[config.mk]
export PLATFORM = sky130hd
export DESIGN_NAME = http_request_framing_detector_unit
export DESIGN_NICKNAME = d
export VERILOG_FILES = /design/src/design/hfd_pkg.sv /design/src/design/hfd_in_reg.sv /design/src/design/hfd_tracker.sv /design/src/design/http_request_framing_detector_unit.sv
export SDC_FILE = /design/constraint.sdc
export NUM_CORES = 1
export LEC_CHECK = 0
export ABC_AREA = 1
export BUFFER_PORTS_ARGS = -buffer_cell sky130_fd_sc_hd__buf_4
export CORE_MARGIN = 10
export CORE_UTILIZATION = 30
export DETAILED_ROUTE_END_ITERATION = 16
export PLACE_DENSITY = 0.54
export SLEW_MARGIN = 40
export SYNTH_ARGS = -nofsm -noshare
export SYNTH_HDL_FRONTEND = slang
export SYNTH_SLANG_ARGS = --single-unit
[constraint.sdc]
create_clock -name aclk -period 15.19 [get_ports aclk]
set_input_delay 0.7595 -clock aclk [delete_from_list [all_inputs] [get_ports aclk]]
set_output_delay 0.7595 -clock aclk [all_outputs]
set_load 0.01 [all_outputs]
[src/design/hfd_pkg.sv]
// Shared payload types of the HTTP request framing detector.
package hfd_pkg;

    typedef struct packed {
        logic [7:0] data_byte;
        logic       new_request;
    } in_t;

    typedef struct packed {
        logic        header_done;
        logic        request_complete;
        logic [30:0] body_length;
        logic [31:0] header_length;
    } out_t;

endpackage

[src/design/hfd_in_reg.sv]
// Input pipeline register that holds one accepted byte until the tracker takes it.
module hfd_in_reg (
    input  logic         aclk,
    input  logic         aresetn,
    input  logic         s_valid,
    output logic         s_ready,
    input  hfd_pkg::in_t s_item,
    output logic         hold_valid,
    output hfd_pkg::in_t hold_item,
    input  logic         take
);

    logic         valid_reg;
    logic         valid_next;
    hfd_pkg::in_t item_reg;

    assign s_ready    = !valid_reg || take;
    assign hold_valid = valid_reg;
    assign hold_item  = item_reg;

    always_comb begin
        valid_next = valid_reg;
        if (s_valid && s_ready) begin
            valid_next = 1'b1;
        end else if (take) begin
            valid_next = 1'b0;
        end
    end

    always_ff @(posedge aclk) begin
        if (!aresetn) begin
            valid_reg <= 1'b0;
        end else begin
            valid_reg <= valid_next;
        end
    end

    always_ff @(posedge aclk) begin
        if (s_valid && s_ready) begin
            item_reg <= s_item;
        end
    end

endmodule

[src/design/hfd_tracker.sv]
// Per-byte framing state: blank-line search, Content-Length match and value parse.
module hfd_tracker #(
    parameter int COUNT_WIDTH  = 32,
    parameter int LENGTH_WIDTH = 31
) (
    input  logic          aclk,
    input  logic          aresetn,
    input  logic          en,
    input  hfd_pkg::in_t  item,
    output hfd_pkg::out_t result
);

    localparam logic [7:0] CHAR_CR = 8'h0D;
    localparam logic [7:0] CHAR_LF = 8'h0A;
    localparam logic [3:0] PREFIX_LEN = 4'd15;
    localparam logic [COUNT_WIDTH-1:0]  COUNT_MAX  = '1;
    localparam logic [LENGTH_WIDTH-1:0] LENGTH_MAX = '1;
    localparam int HW   = (COUNT_WIDTH > 32) ? COUNT_WIDTH : 32;
    localparam int BW   = (LENGTH_WIDTH > 31) ? LENGTH_WIDTH : 31;
    localparam int CMPW = (COUNT_WIDTH > LENGTH_WIDTH) ? COUNT_WIDTH : LENGTH_WIDTH;
    localparam int PW   = LENGTH_WIDTH + 4;

    typedef enum logic [3:0] {
        PH_IDLE  = 4'b0001,
        PH_BLANK = 4'b0010,
        PH_DIGIT = 4'b0100,
        PH_END   = 4'b1000
    } phase_t;

    // Lower-case "content-length:"
    function automatic logic [7:0] prefix_char(input logic [3:0] idx);
        logic [7:0] ch;
        case (idx)
            4'd0:    ch = 8'h63;
            4'd1:    ch = 8'h6F;
            4'd2:    ch = 8'h6E;
            4'd3:    ch = 8'h74;
            4'd4:    ch = 8'h65;
            4'd5:    ch = 8'h6E;
            4'd6:    ch = 8'h74;
            4'd7:    ch = 8'h2D;
            4'd8:    ch = 8'h6C;
            4'd9:    ch = 8'h65;
            4'd10:   ch = 8'h6E;
            4'd11:   ch = 8'h67;
            4'd12:   ch = 8'h74;
            4'd13:   ch = 8'h68;
            4'd14:   ch = 8'h3A;
            default: ch = 8'h00;
        endcase
        return ch;
    endfunction

    logic [23:0]             recent_reg, recent_next;
    logic [COUNT_WIDTH-1:0]  count_reg, count_next;
    logic                    ended_reg, ended_next;
    logic [COUNT_WIDTH-1:0]  hsize_reg, hsize_next;
    logic                    reqline_reg, reqline_next;
    logic                    line_start_reg, line_start_next;
    logic [3:0]              match_reg, match_next;
    logic                    mismatch_reg, mismatch_next;
    logic                    found_reg, found_next;
    phase_t                  phase_reg, phase_next;
    logic                    negative_reg, negative_next;
    logic [LENGTH_WIDTH-1:0] value_reg, value_next;
    logic                    done_reg, done_next;

    logic [LENGTH_WIDTH-1:0] body_next;
    logic [HW-1:0]           hsize_wide;
    logic [BW-1:0]           body_wide;

    always_comb begin
        logic [7:0]              c;
        logic [7:0]              c_low;
        logic                    is_digit;
        logic                    is_blank;
        logic                    do_acc;
        logic [PW-1:0]           product;
        logic [COUNT_WIDTH-1:0]  span;
        logic [23:0]             cur_recent;
        logic [COUNT_WIDTH-1:0]  cur_count;
        logic                    cur_ended;
        logic                    cur_done;

        c        = item.data_byte;
        c_low    = (c >= 8'h41 && c <= 8'h5A) ? (c + 8'd32) : c;
        is_digit = (c >= 8'h30 && c <= 8'h39);
        is_blank = (c == 8'h20) || (c == 8'h09) || (c == 8'h0B) || (c == 8'h0C);
        do_acc   = 1'b0;

        // Start from the cleared state when this byte opens a new request
        if (item.new_request) begin
            cur_recent      = '0;
            cur_count       = '0;
            cur_ended       = 1'b0;
            cur_done        = 1'b0;
            hsize_next      = '0;
            reqline_next    = 1'b0;
            line_start_next = 1'b1;
            match_next      = '0;
            mismatch_next   = 1'b0;
            found_next      = 1'b0;
            phase_next      = PH_IDLE;
            negative_next   = 1'b0;
            value_next      = '0;
        end else begin
            cur_recent      = recent_reg;
            cur_count       = count_reg;
            cur_ended       = ended_reg;
            cur_done        = done_reg;
            hsize_next      = hsize_reg;
            reqline_next    = reqline_reg;
            line_start_next = line_start_reg;
            match_next      = match_reg;
            mismatch_next   = mismatch_reg;
            found_next      = found_reg;
            phase_next      = phase_reg;
            negative_next   = negative_reg;
            value_next      = value_reg;
        end

        count_next = (cur_count == COUNT_MAX) ? cur_count : cur_count + 1'b1;
        ended_next = cur_ended;

        if (!cur_ended) begin
            if (c == CHAR_CR || c == CHAR_LF) begin
                line_start_next = 1'b1;
                if (phase_next == PH_BLANK || phase_next == PH_DIGIT) begin
                    phase_next = PH_END;
                end
            end else if (found_next) begin
                case (phase_next)
                    PH_BLANK: begin
                        if (is_blank) begin
                            phase_next = PH_BLANK;
                        end else if (c == 8'h2B || c == 8'h2D) begin
                            negative_next = (c == 8'h2D);
                            phase_next    = PH_DIGIT;
                        end else if (!is_digit) begin
                            phase_next = PH_END;
                        end else begin
                            phase_next = PH_DIGIT;
                            do_acc     = 1'b1;
                        end
                    end
                    PH_DIGIT: begin
                        if (!is_digit) begin
                            phase_next = PH_END;
                        end else begin
                            do_acc = 1'b1;
                        end
                    end
                    default: begin
                        phase_next = phase_next;
                    end
                endcase
            end else begin
                if (line_start_next) begin
                    line_start_next = 1'b0;
                    if (!reqline_next) begin
                        // The request line never matches
                        reqline_next  = 1'b1;
                        mismatch_next = 1'b1;
                    end else begin
                        match_next    = '0;
                        mismatch_next = 1'b0;
                    end
                end
                if (!mismatch_next && match_next < PREFIX_LEN) begin
                    if (c_low == prefix_char(match_next)) begin
                        match_next = match_next + 4'd1;
                        if (match_next == PREFIX_LEN) begin
                            found_next    = 1'b1;
                            phase_next    = PH_BLANK;
                            mismatch_next = 1'b1;
                        end
                    end else begin
                        mismatch_next = 1'b1;
                    end
                end
            end

            if (c == CHAR_LF && (cur_recent[7:0] == CHAR_LF ||
                    (cur_recent[7:0] == CHAR_CR && cur_recent[15:8] == CHAR_LF &&
                     cur_recent[23:16] == CHAR_CR))) begin
                ended_next = 1'b1;
                hsize_next = count_next;
            end
        end

        // value * 10 + digit, saturating
        product = ({2'b00, value_next, 2'b00} << 1) + {3'b000, value_next, 1'b0}
                + PW'(c - 8'h30);
        if (do_acc) begin
            if (product > PW'(LENGTH_MAX)) begin
                value_next = LENGTH_MAX;
            end else begin
                value_next = product[LENGTH_WIDTH-1:0];
            end
        end

        recent_next = {cur_recent[15:0], c};
        body_next   = negative_next ? '0 : value_next;
        span        = count_next - hsize_next;
        done_next   = cur_done;
        if (ended_next && !cur_done && (CMPW'(span) >= CMPW'(body_next))) begin
            done_next = 1'b1;
        end
    end

    always_ff @(posedge aclk) begin
        if (!aresetn) begin
            recent_reg     <= '0;
            count_reg      <= '0;
            ended_reg      <= 1'b0;
            hsize_reg      <= '0;
            reqline_reg    <= 1'b0;
            line_start_reg <= 1'b1;
            match_reg      <= '0;
            mismatch_reg   <= 1'b0;
            found_reg      <= 1'b0;
            phase_reg      <= PH_IDLE;
            negative_reg   <= 1'b0;
            value_reg      <= '0;
            done_reg       <= 1'b0;
        end else if (en) begin
            recent_reg     <= recent_next;
            count_reg      <= count_next;
            ended_reg      <= ended_next;
            hsize_reg      <= hsize_next;
            reqline_reg    <= reqline_next;
            line_start_reg <= line_start_next;
            match_reg      <= match_next;
            mismatch_reg   <= mismatch_next;
            found_reg      <= found_next;
            phase_reg      <= phase_next;
            negative_reg   <= negative_next;
            value_reg      <= value_next;
            done_reg       <= done_next;
        end
    end

    assign hsize_wide = HW'(hsize_next);
    assign body_wide  = BW'(body_next);

    assign result.header_done      = ended_next;
    assign result.request_complete = done_next;
    assign result.body_length      = body_wide[30:0];
    assign result.header_length    = hsize_wide[31:0];

endmodule

[src/design/http_request_framing_detector_unit.sv]
// Top level of the HTTP request framing detector: input stage, tracker, result register.
//
// Usage:
//   s_valid/s_ready/s_item carry one request byte per transaction, with
//   new_request set on the first byte of each request to clear all framing state.
//   m_valid/m_ready/m_result return exactly one result per byte: header_done,
//   request_complete, the parsed Content-Length value and the header length.
//   A result is registered: each byte passes through the input register and then
//   the per-byte update into the result register. Throughput is one byte per
//   cycle while the receiver does not stall; the per-byte update is a single
//   pass of compare logic plus one multiply-by-ten add and one count subtract/compare.
//   When the receiver stalls, the result register holds its transaction, the
//   input register fills, and s_ready drops only once both are occupied.
//   Reset (aresetn low, synchronous) empties both stages and returns the framing
//   state to the start of a request.
//
module http_request_framing_detector_unit #(
    parameter int COUNT_WIDTH  = 32,
    parameter int LENGTH_WIDTH = 31
) (
    input  logic          aclk,
    input  logic          aresetn,
    input  logic          s_valid,
    output logic          s_ready,
    input  hfd_pkg::in_t  s_item,
    output logic          m_valid,
    input  logic          m_ready,
    output hfd_pkg::out_t m_result
);

    logic          hold_valid;
    hfd_pkg::in_t  hold_item;
    logic          advance;
    hfd_pkg::out_t step_result;

    logic          out_valid_reg;
    logic          out_valid_next;
    hfd_pkg::out_t out_data_reg;

    // Move the held byte forward whenever the result register can take it
    assign advance = hold_valid && (!out_valid_reg || m_ready);

    hfd_in_reg u_in_reg (
        .aclk       (aclk),
        .aresetn    (aresetn),
        .s_valid    (s_valid),
        .s_ready    (s_ready),
        .s_item     (s_item),
        .hold_valid (hold_valid),
        .hold_item  (hold_item),
        .take       (advance)
    );

    hfd_tracker #(
        .COUNT_WIDTH  (COUNT_WIDTH),
        .LENGTH_WIDTH (LENGTH_WIDTH)
    ) u_tracker (
        .aclk    (aclk),
        .aresetn (aresetn),
        .en      (advance),
        .item    (hold_item),
        .result  (step_result)
    );

    always_comb begin
        out_valid_next = out_valid_reg;
        if (advance) begin
            out_valid_next = 1'b1;
        end else if (m_ready) begin
            out_valid_next = 1'b0;
        end
    end

    always_ff @(posedge aclk) begin
        if (!aresetn) begin
            out_valid_reg <= 1'b0;
        end else begin
            out_valid_reg <= out_valid_next;
        end
    end

    always_ff @(posedge aclk) begin
        if (advance) begin
            out_data_reg <= step_result;
        end
    end

    assign m_valid  = out_valid_reg;
    assign m_result = out_data_reg;

    a_complete_needs_header: assert property (@(posedge aclk) disable iff (!aresetn)
        m_valid |-> (!m_result.request_complete || m_result.header_done))
        else $error("request_complete without header_done");

    a_length_only_after_header: assert property (@(posedge aclk) disable iff (!aresetn)
        (m_valid && !m_result.header_done) |-> (m_result.header_length == 32'd0))
        else $error("header_length nonzero before header end");

    a_ready_when_output_empty: assert property (@(posedge aclk) disable iff (!aresetn)
        !m_valid |-> s_ready)
        else $error("input stalled while result register empty");

    a_result_from_held_byte: assert property (@(posedge aclk) disable iff (!aresetn)
        (m_valid && !$past(m_valid)) |-> $past(hold_valid))
        else $error("result appeared without a held byte");

endmodule

* Word level (Yosys, flattened, before mapping) *
Memory sizes are Yosys's and may differ from the RTL's.
Index checks and enable logic that the tools add are counted.
W data, S select, Z words.

word-level totals
  flip-flop bits (word level) = 210
  memory bits (read-only) = 112
  output and inout bits = 67
  memories kept = 1

memories
  memory           words  bits a word  read ports  clocked after memory_dff  wr ports  line               RTL
  (no name shown)  16     7            1           0                         0         hfd_tracker.sv:33  case (idx)

cells by class
  add/subtract/negate cells = 7
  magnitude comparators = 7
  equal/unequal tests = 17
  muxes and demuxes = 90
  reductions and logical operators = 25

operators by type and width
  operator                 number
  $mux W32                 5
  $mux W31                 4
  $mux W4                  23
  $eq A8 B4 Y1 const B     9
  $mux W1                  50
  $mux W8                  5
  $add A34 B32 Y35         1
  $add A35 B35 Y35         1
  $gt A35 B31 Y1 const B   1
  $add A32 B1 Y32 const B  1
  $eq A32 B32 Y1 const B   1
  $ge A32 B31 Y1           1
  $sub A32 B32 Y32         1
  $eq A8 B6 Y1 const B     3
  $mux W24                 1
  $logic_and A1 B1 Y1      10
  $logic_or A1 B1 Y1       9
  $sub A8 B6 Y9 const B    1
  $add A8 B6 Y8 const B    1
  $eq A8 B8 Y1             1
  $ge A8 B6 Y1 const B     1
  $ge A8 B7 Y1 const B     1
  $le A8 B6 Y1 const B     1
  $le A8 B7 Y1 const B     1
  9 further kinds          13

* Depth between registers and ports, before layout *
Gate-level depths: netlist of run 1.

  depth in word-level cells = 18
  depth in mapped cells = 49
  gate-level depth less buffers = 46

* Modules after synthesis *
Synthesis of run 1 repeated with hierarchy kept, for this count alone.

second synthesis, totals
  cells, all modules = 2250
  area total of the unflattened synthesis = 16050.4 µm²

modules (own cells, without submodules)
  module                              times used  cells each  area an instance (µm²)  sequential area each (µm²)
  hfd_tracker                         1           2162        13725.7                 2682.6
  http_request_framing_detector_unit  1           72          2003.2                  1971.9
  hfd_in_reg                          1           16          321.6                   290.3

* Worst setup path before layout of run 1 *
OpenSTA, ideal clock, no wires.

  path kind = flip-flop to flip-flop
  start point = register u_in_reg.item_reg (netlist bit u_in_reg.hold_item[7])
  end point = register out_data_reg (netlist bit m_result[63]) (data pin)
  setup time = 0.253 ns
  arrival time = 6.576 ns
  data required time = 14.937 ns
  slack = 8.361 ns
  stages on the path, launching flop included = 37
  buffers on the path = 2
  path through = edfxtp_1 > clkbuf_1 > nor2_1 > inv_1 > nor2_1 > fa_1 > ha_1 > nand2_1 > nor2_1 > nand2_1 > o21ai_1 > nand3_1 > o21ai_1 > xor2_1 > nor2_1 > buf_2 > nand3_1 > nand2_1 > nor2_1 > inv_1 > ha_1 > a21oi_1 > nor2_1 > a211oi_1 > nand2_1 > nand2_1 > nand2_1 > nand2_1 > nand2_1 > nand2_1 > nand2_1 > nand2_1 > nand2_1 > nand2_1 > nand2_1 > nand2_1 > nand2_1

RTL lines
  what                    line                                      RTL
  start, declared         hfd_in_reg.sv:15                          hfd_pkg::in_t item_reg;
  start signal, assigned  hfd_in_reg.sv:40                          item_reg <= s_item;
  end signal, assigned    http_request_framing_detector_unit.sv:84  out_data_reg <= step_result;
  end, declared           http_request_framing_detector_unit.sv:38  hfd_pkg::out_t out_data_reg;

==> results of run 1 <==
per-layer routing:
layer	routed length (um)	vias up	track usage, %
li1	-	7464	-
met1	22880	6938	19.99
met2	22280	335	24.80
met3	2134	68	2.137
met4	1029	0	3.425
met5	0	-	0
metrics by stage:
stage | hold WS [ns] | instance area, um^2 | setup slack (ns) | util, % | power (mW)
4_1_cts | 0.3523 | 18080 | 8.330 | 34.41 | 1.762
6_report | 0.3856 | 18080 | 8.307 | 34.41 | 1.741
3_5_place_dp | 0.4477 | 17120 | 8.334 | 32.58 | 1.063
3_3_place_gp | 0.4429 | 17120 | 8.453 | 32.57 | 1.056
5_1_grt | 0.3636 | 18080 | 7.654 | 34.41 | 1.846
2_1_floorplan | 0.4291 | 15890 | 8.361 | - | 0.9473
cells by family after synthesis:
| logic type | Yosys count | synth area share, % |
|---|---|---|
| simple gates | 915 | 24.33 |
| compound gates | 479 | 16.27 |
| flops | 210 | 31.12 |
| fa+ha+maj | 142 | 12.65 |
| xor+xnor | 88 | 5.182 |
| buf+inv | 429 | 10.44 |
layout make-up:
| class | count | area [um^2] | area share (%) |
|---|---|---|---|
| clock inverters | 15 | 171.4 | 0.9478 |
| repair buffers | 92 | 698.2 | 3.861 |
| well taps | 688 | 860.8 | 4.760 |
| flip-flops and latches | 210 | 4945 | 27.34 |
| inverters | 348 | 1314 | 7.264 |
| clock buffers | 35 | 788.3 | 4.359 |
| multi-input cells | 1624 | 9308 | 51.47 |
worst max-delay path: cells and delay by family, from the launching register on:
kind                     cells  cell delay, ns
adder cells (fa/ha/maj)      2            0.62
buffers and inverters        6            1.40
AND/OR/NAND/NOR             20            1.93
AO/OA/AOI/OAI                8            2.14
flip-flops                   1            0.35
XOR/XNOR                     1            0.19
cell usage in the layout, fill, tap and decap left out, types with 10 or more instances in the layout:
cell type / count
a21oi_1: 204
buf_4: 90
clkbuf_16: 29
dfxtp_1: 136
edfxtp_1: 74
fa_1: 31
ha_1: 111
inv_1: 337
inv_2: 10
nand2_1: 404
nand3_1: 123
nand4_1: 18
nor2_1: 282
nor2_2: 12
nor3_1: 35
o211ai_1: 26
o21ai_0: 185
o21ai_1: 13
xnor2_1: 22
xor2_1: 59
final timing paths:
check | from | to | slack [ns] | cells past startpoint
worst min-delay path | s_item[4] | u_in_reg.hold_item[4] | 0.39 | 1
worst min register to register | u_tracker.recent_reg[23] | u_tracker.recent_reg[23] | 0.46 | 2
worst max register to register | u_in_reg.hold_item[0] | m_result[63] | 8.31 | 37
worst max-delay path | u_in_reg.hold_item[0] | m_result[63] | 8.31 | 37
where the power goes:
group	total [mW]	internal (mW)	switching, mW
logic	0.414	0.149	0.265
clock network	0.690	0.418	0.272
registers	0.637	0.617	0.0199
==> flow_summary.ini, run 1 <==
[outcome]
status = finished, final reports clean

[cts]
htreeDepth = 1
cts_tree = built
cts_sinks = 210
ctsHoldBuffers = 0
clk_latency_ns = 0.58
cts_buffers = 27
post_cts_buffers = 0
cts_max_path_buffers = 3
cts_resized = 0
cts_root_buffer = clkbuf_16
clk_pin_slew_worst_paths_ns = 0.06

[sta]
fin_setup_tns_ns = 0
finClkSkew_ns = 0.03098
hold_viol = 0
slew_viol_final = 0
setup_viol = 0
max_freq_mhz = 145.3
period_share_pct = 45.31
rsz0062_at_grt = false
tightestPinTransition_ns = 0.7890
slew_headroom_pct = 47.40
min_period_ns = 6.883

[synthesis]
synthTopCellsByArea = dfxtp_1, edfxtp_1, nand2_1
avgSynthCellArea_um2 = 7.021
yosysUniqueCellTypes = 51
async_reset_ff_share_pct = 0
synthCells = 2263
synth_area_leader_cell = dfxtp_1
yosys.cell_count.top_type = nand2_1
synth-main-ff-cell = dfxtp_1
synth_seq_cells = 210
synthesis.nets = 2418
ys_seq_area_share_pct = 31.12
synth_enable_flop_cells = 74
syn_area_um2 = 15890
yosys_warnings = 0
synth_common_cells = nand2_1, inv_1, nor2_1
synth_top_area_share_pct = 17.14

[routing]
postRouteAntennaNets = 0
drc = 0
drt_iter0_drc = 893
viasPerCell = 4.915
first_pass_iters = 5
avgRoutedWirePerCell_um = 16.04
wirelength_um = 48330
num_vias = 14810

[global_route]
overflow = 0
grt_pass1_vias = 14560
antenna_found_initial = 0
grt_max_degree = 112
grt_util_all_layers_pct = 14.91
grt_first_pass_wirelength_um = 77770

[placed_design]
gp_congestion = 0.9060
dp_hpwl_um = 36090
dp_cells = 2962
io_buffers = 79

[floorplanning]
die_width_um = 250.1
pin_count = 80
rows = 84
coreArea_um2 = 52550
die_y_um = 250.1
start_util_pct = 30.23
die_area_um2 = 62570

[final_layout]
syn2layout_area_growth_pct = 13.83
final_cells = 3012
drive_gt1_share_pct = 8.563
nNetsFinal = 2458
antenna_cells = 0
fillers = 5688
largest_reg_flops = 65

[worst_setup_path]
crit_type = reg -> reg
arrival_ns = 7.21
cp_slowest_cell = buf_4
endpoint_kind = flip-flop
start_kind = flip-flop
max_stage_delay_ns = 0.62
cp_max_fo = 60
path_common_cell = nand2_1
required_ns = 15.52

[worst_hold_path]
min-delay-path-class = in -> reg

[power_and_ir_drop]
p_leak_nw = 8.276
power_density_nw_per_um2 = 96.26
vdd_drop_max_uv = 65.20

[job]
maxCapViolations = 0
No activity file was read; power rests on OpenSTA's default activity.
==> inputs of run 2 (changes only) <==
- PLACE_DENSITY: 0.54 -> 0.55
- clock period: 15.19 -> 5.8 ns (I/O delays scaled with it)
==> run 2 against run 1 <==
  * Flip-flop and latch count unchanged
  * Maximum frequency increased by 24%
  * Critical endpoint is now u_tracker.done_reg
  * Critical path type unchanged
  * Clock skew decreased by 0.0024 ns
  * Critical path depth increased by 4
  * Wire length increased by 5.3%
  * Sequential power increased to 2.6 times the previous value
  * Via count increased by 5.1%
==> flow_summary.ini, run 2 (synthesis gave the netlist of run 1 again) <==
[power_and_ir_drop]
vdd_drop_max_uv = 194.4
p_leak_nw = 9.271
power_density_nw_per_um2 = 234.7

[final_layout]
syn2layout_area_growth_pct = 27.68
drive_gt1_share_pct = 19.38
largest_reg_flops = 65
layout_commonest_cell = nand2_1
nNetsFinal = 2626
fin_area_um2 = 20290
mostFrequentLayoutCells = nand2_1, inv_1, nor2_1
antenna_cells = 0
multi_input_area_um2 = 10000
fillers = 5488
regArea_um2 = 4945
final_cells = 3180

[placed_design]
pre_cts_slack_ns = -0.3021
io_buffers = 79
dp_cells = 3074
place_area_um2 = 18060
dp_hpwl_um = 37300
gp_congestion = 0.9385

[floorplanning]
die_area_um2 = 62570
die_y_um = 250.1
die_width_um = 250.1
start_util_pct = 30.23
rows = 84
pin_count = 80
coreArea_um2 = 52550

[sta]
slew_headroom_pct = 46.90
hold_viol = 0
tightestPinTransition_ns = 0.7904
fin_setup_tns_ns = 0
max_freq_mhz = 179.4
min_period_ns = 5.573
slew_viol_final = 0
period_share_pct = 96.09
finalWorstSetupSlack_ns = 0.2266
finClkSkew_ns = 0.02857
setup_viol = 0

[routing]
postRouteAntennaNets = 0
drt_iter0_drc = 974
wirelength_um = 50900
first_pass_iters = 5
avgRoutedWirePerCell_um = 16.01
num_vias = 15560
viasPerCell = 4.894
drc = 0

[worst_setup_path]
start_kind = flip-flop
startpoint = u_in_reg.hold_item[0]
arrival_ns = 6.05
required_ns = 6.27
max_stage_delay_ns = 0.41
cp_slowest_cell = edfxtp_1
endpoint_kind = flip-flop
crit_type = reg -> reg
path_common_cell = nand2_1
r2r-end = u_tracker.done_reg
r2r_start = u_in_reg.hold_item[0]
cp_max_fo = 11
worst_r2r_path_depth = 41
r2r_slack_ns = 0.23

[outcome]
status = finished, final reports clean

[cts]
cts_max_path_buffers = 3
clk_pin_slew_worst_paths_ns = 0.06
cts_root_buffer = clkbuf_16
cts_buffers = 27
cts_tree = built
cts_sinks = 210
htreeDepth = 1
clk_latency_ns = 0.58

[worst_hold_path]
min-delay-path-class = in -> reg
whs_endpoint = u_in_reg.hold_valid
min-delay-start = m_ready
holdPathStages = 4

[global_route]
grt_max_degree = 105
antenna_found_initial = 0
grt_first_pass_wirelength_um = 78290
overflow = 0
grt_util_all_layers_pct = 14.98
grt_pass1_vias = 15010

[job]
maxCapViolations = 0
run 2: area by class of cell:
class	instances	area share, %
multi-input combinational	1624	49.31
sequential	210	24.38
timing repair buffer	260	11.05
inverter	348	6.581
tap	688	4.244
clock buffer	30	3.485
clock inverter	20	0.9560
run 2: worst max path at each step:
stage / to / slack [ns] / cells past startpoint
6_report: u_tracker.done_reg / 0.23 / 41
5_1_grt: u_tracker.done_reg / -0.10 / 41
4_1_cts: u_tracker.done_reg / 0.02 / 41
3_5_place_dp: m_result[63] / -0.30 / 37
3_3_place_gp: u_tracker.done_reg / -0.32 / 39
2_1_floorplan: m_result[63] / 0.15 / 43
run 2: stage by stage:
step                utilization [%]  hold slack (ns)  power [mW]
global route                  38.60          0.07929       5.035
detailed placement            34.36           0.4459       2.888
CTS                           36.35          0.03575       4.649
global placement              34.34           0.4461       2.868
finish                        38.60          0.06214       4.761
floorplan                         -           0.3889       2.482
run 2: repair_timing:
action                     in CTS  in global routing
cloned                          0                  4
pin swaps                       2                 66
hold buffers                   10                  0
hold endpoints to repair       10                  0
setup endpoints to repair       2                  2
setup buffers                   2                 39
gates resized for setup        11                181
run 2: where the power goes:
part	internal, mW	total [mW]	switching [mW]
sequential	1.62	1.66	0.0461
clock	0.983	1.73	0.743
combinational	0.569	1.37	0.804
total	3.17	4.76	1.59
run 2: worst max-delay path: cells and delay by family (launching register included):
kind | cells | cell delay, ns
fa+ha+maj | 2 | 0.57
flops | 1 | 0.41
buf+inv | 9 | 1.01
compound gates | 6 | 1.09
xor+xnor | 2 | 0.31
simple gates | 22 | 2.08
run 2: per-layer routing:
| metal | GRT usage (%) | up-vias | share of wire (%) |
|---|---|---|---|
| li1 | - | 7799 | - |
| met4 | 4.596 | 0 | 2.9 |
| met2 | 24.75 | 321 | 47 |
| met5 | 0 | - | 0 |
| met3 | 2.116 | 86 | 4.2 |
| met1 | 19.80 | 7357 | 46 |
==> inputs of run 3 (changes only) <==
- RECOVER_POWER: default -> 25
==> run 3 against run 2 <==
  * Worst setup slack worse by 0.0058 ns
  * Clock power about the same
  * Cell area fell by 1.2%
  * Sequential power about the same
  * Maximum frequency down 0.10%
  * Clock skew barely moved
  * Largest cell class unchanged
  * Highest routed layer unchanged
==> flow_summary.ini, run 3 (synthesis gave the netlist of run 1 again) <==
[outcome]
status = finished, final reports clean

[worst_setup_path]
path_common_cell = nand2_1
required_ns = 6.28
cp_slowest_cell = edfxtp_1
start_kind = flip-flop
arrival_ns = 6.05
crit_type = reg -> reg
r2r-end = u_tracker.done_reg
r2r_slack_ns = 0.22
worst_r2r_path_depth = 40
endpoint_kind = flip-flop
max_stage_delay_ns = 0.41
r2r_start = u_in_reg.hold_item[0]
cp_max_fo = 11

[power_and_ir_drop]
power_density_nw_per_um2 = 236.6
vdd_drop_max_uv = 194.6
p_leak_nw = 9.034

[cts]
cts_tree = built
cts_max_path_buffers = 3
clk_latency_ns = 0.58
htreeDepth = 1
cts_buffers = 27
clk_pin_slew_worst_paths_ns = 0.06
cts_root_buffer = clkbuf_16
cts_sinks = 210

[placed_design]
place_area_um2 = 18060
gp_congestion = 0.9385
io_buffers = 79
dp_hpwl_um = 37300
pre_cts_slack_ns = -0.3021
dp_cells = 3074

[routing]
postRouteAntennaNets = 0
avgRoutedWirePerCell_um = 16.00
wirelength_um = 50890
viasPerCell = 4.888
drt_iter0_drc = 883
drc = 0
first_pass_iters = 5
num_vias = 15540

[worst_hold_path]
whs_endpoint = u_in_reg.hold_valid
holdPathStages = 4
min-delay-start = m_ready
min-delay-path-class = in -> reg

[sta]
setup_viol = 0
finClkSkew_ns = 0.02863
slew_headroom_pct = 47.82
max_freq_mhz = 179.2
hold_viol = 0
tightestPinTransition_ns = 0.7767
period_share_pct = 96.19
min_period_ns = 5.579
slew_viol_final = 0
finalWorstSetupSlack_ns = 0.2207

[global_route]
grt_max_degree = 105
grt_util_all_layers_pct = 14.98
antenna_found_initial = 0
overflow = 0
grt_pass1_vias = 15010
grt_first_pass_wirelength_um = 78290

[final_layout]
layout_commonest_cell = nand2_1
finish.utilization_pct = 38.14
fin_area_um2 = 20040
drive_gt1_share_pct = 16.77
syn2layout_area_growth_pct = 26.15
antenna_cells = 0
fillers = 5540
final_cells = 3180
mostFrequentLayoutCells = nand2_1, inv_1, nor2_1
largest_reg_flops = 65
nNetsFinal = 2626

[floorplanning]
start_util_pct = 30.23
pin_count = 80
coreArea_um2 = 52550
die_width_um = 250.1
die_y_um = 250.1
die_area_um2 = 62570
rows = 84

[job]
maxCapViolations = 0
## run 3: changes by cell type in the layout (fill, tap and decap cells not counted)
cell      delta
clkbuf_4     +8
buf_4       -73
clkbuf_1    +65
## run 3: what timing repair did
item | 4_1_cts | 5_1_grt
pin swaps | 2 | 66
resized for setup | 11 | 181
setup endpoints to repair | 2 | 2
endpoints found under the hold margin | 10 | 0
gates cloned | 0 | 4
hold buffers | 10 | 0
setup buffers | 2 | 39
## run 3: routing by layer
metal  track usage [%]  share of wire [%]  vias up
li1                  -                  -     7796
met1             19.80                 47     7326
met2             24.75                 47      339
met3             2.116                4.0       82
met4             4.596                2.8        0
met5                 0                  0        -
## run 3: worst max path at each step
| stage | start | to | slack [ns] |
|---|---|---|---|
| CTS | u_in_reg.hold_item[0] | u_tracker.done_reg | 0.02 |
| finish | u_in_reg.hold_item[0] | u_tracker.done_reg | 0.22 |
| global route | u_in_reg.hold_item[0] | u_tracker.done_reg | -0.10 |
| floorplan | u_in_reg.hold_item[0] | m_result[63] | 0.15 |
| detailed placement | u_in_reg.hold_item[0] | m_result[63] | -0.30 |
| global placement | u_in_reg.hold_item[0] | u_tracker.done_reg | -0.32 |
## run 3: through the flow
step / hold slack [ns] / setup TNS [ns] / total power [mW]
5_1_grt: 0.07929 / -0.1931 / 5.016
3_5_place_dp: 0.4459 / -0.6009 / 2.888
6_report: 0.06144 / 0 / 4.742
2_1_floorplan: 0.3889 / 0 / 2.482
3_3_place_gp: 0.4461 / -0.5916 / 2.868
4_1_cts: 0.03575 / 0 / 4.649
## run 3: cell type report
cell class,count,area [um^2],share of cell area (%)
multi-input combinational,1624,10000,49.91
sequential,210,4945,24.67
timing repair buffer,260,1998,9.970
inverter,348,1335,6.661
tap,688,860.8,4.295
clock buffer,30,706.9,3.527
clock inverter,20,193.9,0.9677
## run 3: power by group
group          switching, mW  internal, mW
sequential            0.0456          1.62
clock                  0.742         0.983
combinational          0.803         0.551
## run 3: critical path, delay by kind of cell (launching register included)
family / cells / cell delay, ns
AOI/OAI and AO/OA: 6 / 1.09
and+or+nand+nor: 23 / 2.23
adders and majority gates: 2 / 0.60
xor gates and xnor gates: 1 / 0.12
buffers and inverters: 8 / 1.03
DFF: 1 / 0.41
